**config.mk**
```make
export PLATFORM = sky130hd
export DESIGN_NAME = bfpe_ctl
export DESIGN_NICKNAME = d
export VERILOG_FILES = /design/src/sv/bfpe_pkg.sv /design/src/sv/bfpe_ctl.sv
export SDC_FILE = /design/constraint.sdc
export NUM_CORES = 1
export LEC_CHECK = 0
export ABC_AREA = 1
export BUFFER_PORTS_ARGS = -buffer_cell sky130_fd_sc_hd__buf_2
export CAP_MARGIN = 20
export CORE_MARGIN = 1
export CORE_UTILIZATION = 50
export CTS_CLUSTER_DIAMETER = 120
export DETAILED_ROUTE_END_ITERATION = 6
export PLACE_DENSITY = 0.76
export SLEW_MARGIN = 20
export SYNTH_ARGS = -nofsm -noshare
export SYNTH_HDL_FRONTEND = slang
export SYNTH_SLANG_ARGS = --single-unit
```
**constraint.sdc**
```tcl
create_clock -name clk -period 3 [get_ports clk]
set_input_delay 0.3 -clock clk [delete_from_list [all_inputs] [get_ports clk]]
set_output_delay 0.3 -clock clk [all_outputs]
set_load 0.05 [all_outputs]
```
**src/sv/bfpe_pkg.sv**
```systemverilog
// ----------------------------------------------------------------------------
// bfpe_pkg
// Shared types and constants of the Bellman-Ford path engine.
// ----------------------------------------------------------------------------
package bfpe_pkg;

  localparam int MAX_VERTICES = 1024;
  localparam int MAX_EDGES    = 4096;
  localparam int VW  = $clog2(MAX_VERTICES);   // vertex index width
  localparam int VCW = VW + 1;                 // vertex count width
  localparam int EW  = $clog2(MAX_EDGES);      // edge index width
  localparam int ECW = EW + 1;                 // edge count width
  localparam int DW  = 64;                     // distance and weight width

  typedef enum logic [1:0] {
    FN_LOAD  = 2'd0,
    FN_RUN   = 2'd1,
    FN_CLEAR = 2'd2,
    FN_QUERY = 2'd3
  } func_t;

  typedef enum logic [1:0] {
    ST_OK       = 2'd0,
    ST_OVERFLOW = 2'd1,
    ST_RANGE    = 2'd2,
    ST_FULL     = 2'd3
  } status_t;

  typedef struct packed {
    logic [1:0]           func;
    logic [VW-1:0]        edge_from;
    logic [VW-1:0]        edge_to;
    logic signed [DW-1:0] edge_cost;
    logic [VW-1:0]        source_vertex;
    logic [VW-1:0]        query_vertex;
  } in_t;

  typedef struct packed {
    logic [1:0]           status;
    logic                 negative_cycle;
    logic                 reached;
    logic signed [DW-1:0] distance;
    logic                 has_parent;
    logic [VW-1:0]        parent;
  } out_t;

  // Controller to datapath.
  typedef struct packed {
    logic accept;     // item taken this cycle
    logic qry_out;    // present a query result
    logic run_out;    // present a run result
    logic clr;        // clear one vertex entry
    logic src_wr;     // seed the source vertex
    logic edge_step;  // fetch next edge or close the pass
    logic vert_chk;   // edge data valid, screen it
    logic sum_calc;   // vertex data valid, form the candidate
    logic cmp;        // compare and relax
  } cmd_t;

  // Datapath to controller.
  typedef struct packed {
    logic clr_last;
    logic run_abort;
    logic check;
    logic edge_end;
    logic stale;
    logic tail_unreached;
    logic ovf;
    logic relax;
  } sts_t;

  typedef struct packed {
    logic [VW-1:0]        tail;
    logic [VW-1:0]        head;
    logic signed [DW-1:0] weight;
  } edge_t;

  typedef struct packed {
    logic                 reach;
    logic                 pmark;
    logic [VW-1:0]        parent;
    logic signed [DW-1:0] dval;
  } vent_t;

endpackage

```
**src/sv/bfpe_ctl.sv**
```systemverilog
// ----------------------------------------------------------------------------
// bfpe_ctl
// Sequencer of the path engine: steps clears, passes and edge visits.
// ----------------------------------------------------------------------------
module bfpe_ctl import bfpe_pkg::*; (
  input  logic       clk,
  input  logic       rst_n,
  input  logic       start,
  input  logic [1:0] func,
  input  sts_t       sts,
  output cmd_t       cmd,
  output logic       busy
);

  typedef enum logic [9:0] {
    S_INIT = 10'b0000000001,
    S_IDLE = 10'b0000000010,
    S_QRY  = 10'b0000000100,
    S_CLR  = 10'b0000001000,
    S_SRC  = 10'b0000010000,
    S_EDGE = 10'b0000100000,
    S_VERT = 10'b0001000000,
    S_SUM  = 10'b0010000000,
    S_CMP  = 10'b0100000000,
    S_DONE = 10'b1000000000
  } state_t;

  state_t state_r, state_nxt;

  always_ff @(posedge clk) begin
    if (!rst_n) begin
      state_r <= S_INIT;
    end else begin
      state_r <= state_nxt;
    end
  end

  assign busy = (state_r != S_IDLE);

  always_comb begin
    state_nxt = state_r;
    cmd       = '0;
    unique case (state_r)
      S_INIT: begin
        cmd.clr = 1'b1;
        if (sts.clr_last) state_nxt = S_IDLE;
      end
      S_IDLE: begin
        if (start) begin
          cmd.accept = 1'b1;
          if (func == FN_RUN) state_nxt = S_CLR;
          else if (func == FN_QUERY) state_nxt = S_QRY;
        end
      end
      S_QRY: begin
        cmd.qry_out = 1'b1;
        state_nxt   = S_IDLE;
      end
      S_CLR: begin
        cmd.clr = 1'b1;
        if (sts.clr_last) state_nxt = sts.run_abort ? S_DONE : S_SRC;
      end
      S_SRC: begin
        cmd.src_wr = 1'b1;
        state_nxt  = S_EDGE;
      end
      S_EDGE: begin
        cmd.edge_step = 1'b1;
        if (sts.edge_end) state_nxt = sts.check ? S_DONE : S_EDGE;
        else state_nxt = S_VERT;
      end
      S_VERT: begin
        cmd.vert_chk = 1'b1;
        state_nxt    = sts.stale ? S_EDGE : S_SUM;
      end
      S_SUM: begin
        cmd.sum_calc = 1'b1;
        state_nxt    = sts.tail_unreached ? S_EDGE : S_CMP;
      end
      S_CMP: begin
        cmd.cmp = 1'b1;
        if (sts.ovf) state_nxt = S_CLR;
        else if (sts.relax && sts.check) state_nxt = S_DONE;
        else state_nxt = S_EDGE;
      end
      S_DONE: begin
        cmd.run_out = 1'b1;
        state_nxt   = S_IDLE;
      end
      default: state_nxt = S_INIT;
    endcase
  end

endmodule

```
### Word level (Yosys, flattened, before mapping)

Cells that the tools add are included.

* output and inout port bits: 10
* logic and storage cells: 45
* input port bits: 13
* register bits: 10

* multiplexer cells: 23
* equal/unequal tests: 17
* reduce and logical (&&, ||, !) cells: 4

Operators with widths (number)
* $mux 10: 10
* $pmux 10 s9: 1
* $eq 10x1->1 const B: 1
* $eq 10x10->1 const B: 1
* $eq 10x2->1 const B: 1
* $eq 10x3->1 const B: 1
* $eq 10x4->1 const B: 1
* $eq 10x5->1 const B: 1
* $eq 10x6->1 const B: 1
* $eq 10x7->1 const B: 1
* $eq 10x8->1 const B: 1
* $eq 10x9->1 const B: 1
* $mux 1: 10
* $ne 10x2->1 const B: 1
* $mux 9: 1
* $mux 8: 1
* $ne 2x2->1 const B: 3
* $reduce_and 4->1: 1
* $reduce_or 2->1: 2
* $ne 3x3->1 const B: 1
* $eq 2x1->1 const B: 1
* $eq 2x2->1 const B: 1
* $logic_and 1x1->1: 1

### Depth between registers and ports, before layout

* depth after elaboration: 5
* gate-level depth with buffers: 10
* gate-level depth less buffers: 10

### Worst setup path before layout

Ideal clock, no wire load.

* path type: reg-to-output
* from: reg state_r[9]
* to: out cmd[8] (netlist name)
* required time: 2.700 ns
* setup slack: 1.120 ns
* data arrival time: 1.580 ns
* cell stages (with the launch flop): 6
* cell sequence: dfxtp_1 > nor2_4 > nand2_2 > nor2_4 > nand2_4 > nor2_1

RTL lines
* from (decl): line bfpe_ctl.sv:28 `state_t state_r, state_nxt;`
* from (signal assigned): line bfpe_ctl.sv:34 `state_r <= state_nxt;`
* to (decl): line bfpe_ctl.sv:11 `output cmd_t cmd,`

==> summary.md <==
| Metric | Value |
|---|---|
| CP Data Arrival Time | `1550 ps` |
| Met3 routed WL | `106 um` |
| Number of clock sinks | `10` |
| DP Cell Count | `170` |
| Clk pin slew, worst setup/hold paths | `70 ps` |
| Max VDD drop | `0.3329 mV` |
| FF-to-FF Start | `state_r[4]` |
| Tightest Pin Transition | `318.9 ps` |
| Register area | `200.2 um2` |
| Wire length on met1 | `900 um` |
| Sequential fraction of the synthesis area | `24.96%` |
| R2r setup slk | `1520 ps` |
| Most frequent CP cell | `nor2_4` |
| Max FFs per register | `10` |
| Die width | `42.05 um` |
| Htree depth | `1` |
| Initial Util | `53.24%` |
| First-pass GRT wire length | `3381 um` |
| Net Sw Frac | `45.80%` |
| Combinational Power Share | `48.7%` |
| Clock root cell | `clkbuf_4` |
| Max Slew Vio Count | `0` |
| CP max stage cell | `dfxtp_1` |
| Final hold violation count | `0` |
| Cells after Synth | `132` |
| Crit path launch | `state_r[9]` |
| Finished Layout Cells | `174` |
| Hold-fix buffers at CTS | `0` |
| Max stage delay on crit path | `350 ps` |
| Initial antenna violation count | `0` |
| CP Cell Sequence | `nor2_4 > nand2_2 > nor2_4 > nand2_4 > nor2_1 > buf_2` |
| DR DRC count | `0` |
| Min setup slack post-route | `1152 ps` |
| Min cycle time layout | `1848 ps` |
| Most flops, register | `state_r` |
| Clock buffer count from CTS | `3` |
| DP Wirelength | `1598 um` |
| Core Util, Final | `64.29%` |
| Static leakage | `0.5685 nW` |
| Biggest regs | `state_r x10` |
| Path type of the worst min-delay path | `in -> reg` |
| Int Pwr | `301.3 uW` |
| Slew headroom | `78.72%` |
| Highest routed metal layer | `met4` |
| Gr usage total | `24.82%` |
| Vias | `878` |
| WS Path Type | `reg -> out` |
| Clock Latency Late Sink | `270 ps` |
| Gp weighted congestion | `0.8728` |
| Chip Height | `42.05 um` |
| Hold Path Origin | `sts[3]` |
| Final Routed Wirelength | `1934 um` |
| Synth Warn # | `0` |
| Most common cell after layout, fill and taps aside | `inv_1` |
| CTS tree | `built` |
| Share of layout cells above drive strength 1 | `30.38%` |
| GR Overflow Total | `0` |
| Startpoint types | `flip-flop` |
| IO Port Bufs | `22` |
| Initial DRC Count | `32` |
| Final hold slack | `192.4 ps` |
| Resize count post-CTS | `0` |
| Core ar. | `1506 um2` |
| Critical Path Sink Type | `output port` |
| Wire per inst | `11.11 um` |
| Postcts setup bufs | `0` |
| Flop pwr share | `28.3%` |
| Largest net degree at the start of global routing | `10` |
| DRT Pass-1 Iters | `4` |
| Required time worst endpoint | `2700 ps` |
| Area delta synth->final | `20.75%` |
| Psw | `254.6 uW` |
| Yosys cell types | `22` |
| Clock skew | `2.105 ps` |
| Top post-synthesis cells by area | `dfxtp_1 25%, inv_1 13%, nand2_1 12%, nor2_1 11%, nor2_4 5.6%` |
| Total power | `555.9 uW` |
| Cell Area, Synth | `802.0 um2` |
| Antenna diodes | `0` |
| Filler cells | `136` |
| Io pins | `23` |
| Setup TNS | `0 ps` |
| Final Setup Violations | `0` |
| Max Cap Viol | `0` |
| Cell area power density | `574.0 nW/um2` |
| Die area | `1768 um2` |
| Clock Path Buffers | `2` |
| Leading area contributor after synthesis | `dfxtp_1` |
| Worst slack at placement | `1467 ps` |
| Routed Antenna Nets | `0` |
| Site Rows | `14` |
| Post-synth top area share | `24.96%` |
| Routed met2 length | `908 um` |
| Placed Area | `932.1 um2` |
| CP Max Fanout | `9` |
| Clock network fraction of design power | `22.9%` |
| Design Area, Final | `968.4 um2` |
| Unrepaired setup endpoints after global routing | `no` |
| Syn nets | `145` |
| F_max | `541.1 MHz` |
| Vias per inst | `5.046` |
| Post-Syn Area per Cell | `6.076 um2` |
| #FFs+latches synth | `10` |
| Most frequent cells in the layout | `28 x inv_1, 25 x nand2_1, 23 x nor2_1` |
| Fin crit share | `61.61%` |
| Vias in the first global route | `753` |
| Status | `complete, no violations` |
| Final net count | `172` |
| Area of the multi-input gates | `481.7 um2` |
kinds of logic (layout without fill, tap and decap cells):
kind of cell | Yosys count | in the layout | synth area share (%)
compound gates | 12 | 12 | 9.828
flops | 10 | 10 | 24.96
simple gates | 78 | 78 | 50.23
buf+inv | 32 | 58 | 14.98
cell type report:
| type | count | area share [%] |
|---|---|---|
| multi-input combinational | 90 | 49.74 |
| clock buffer | 4 | 3.747 |
| inverter | 32 | 12.40 |
| timing repair buffer | 22 | 11.37 |
| sequential | 10 | 20.67 |
| tap | 16 | 2.067 |
Yosys cell counts:
| cell type | n |
|---|---|
| o21ai_0 | 2 |
| nor3_2 | 2 |
| a211oi_2 | 1 |
| nor2_1 | 23 |
| o22ai_1 | 3 |
| nand3b_1 | 1 |
| inv_1 | 28 |
| nand3_1 | 6 |
| nand2_2 | 5 |
| nand2_4 | 2 |
| nand3_2 | 2 |
| o21ai_1 | 3 |
| nand2_1 | 25 |
| nand4_1 | 4 |
| dfxtp_1 | 10 |
| a21oi_2 | 2 |
| nor2_2 | 1 |
| a21oi_1 | 1 |
| nor3_1 | 3 |
| clkinv_1 | 1 |
| nor2_4 | 4 |
| inv_2 | 3 |
critical path, delay by kind of cell, from the launching register on:
kind | cells | cell delay (ps)
AND/OR/NAND/NOR | 5 | 660
flip-flops | 1 | 350
buffers and inverters | 1 | 270
metal layers:
layer	vias to the layer above	global-route usage, %
met5	-	0
met4	0	5.625
met3	3	4.310
met2	35	39.38
met1	378	35.41
li1	462	-
path summary, 6_finish.rpt:
kind                endpoint  cells after the start
setup reg to reg  state_r[0]                     10
setup / recovery      cmd[8]                      6
hold / removal    state_r[7]                      2
hold reg to reg   state_r[0]                      2
power by group through the flow:
stage	clock [mW]	combinational (mW)	sequential, mW
floorplan	0	0.215	0.158
global placement	0	0.269	0.160
detailed placement	0	0.270	0.160
CTS	0.129	0.271	0.157
global route	0.138	0.295	0.160
finish	0.128	0.271	0.157
Power figures use the tool's default switching activity.
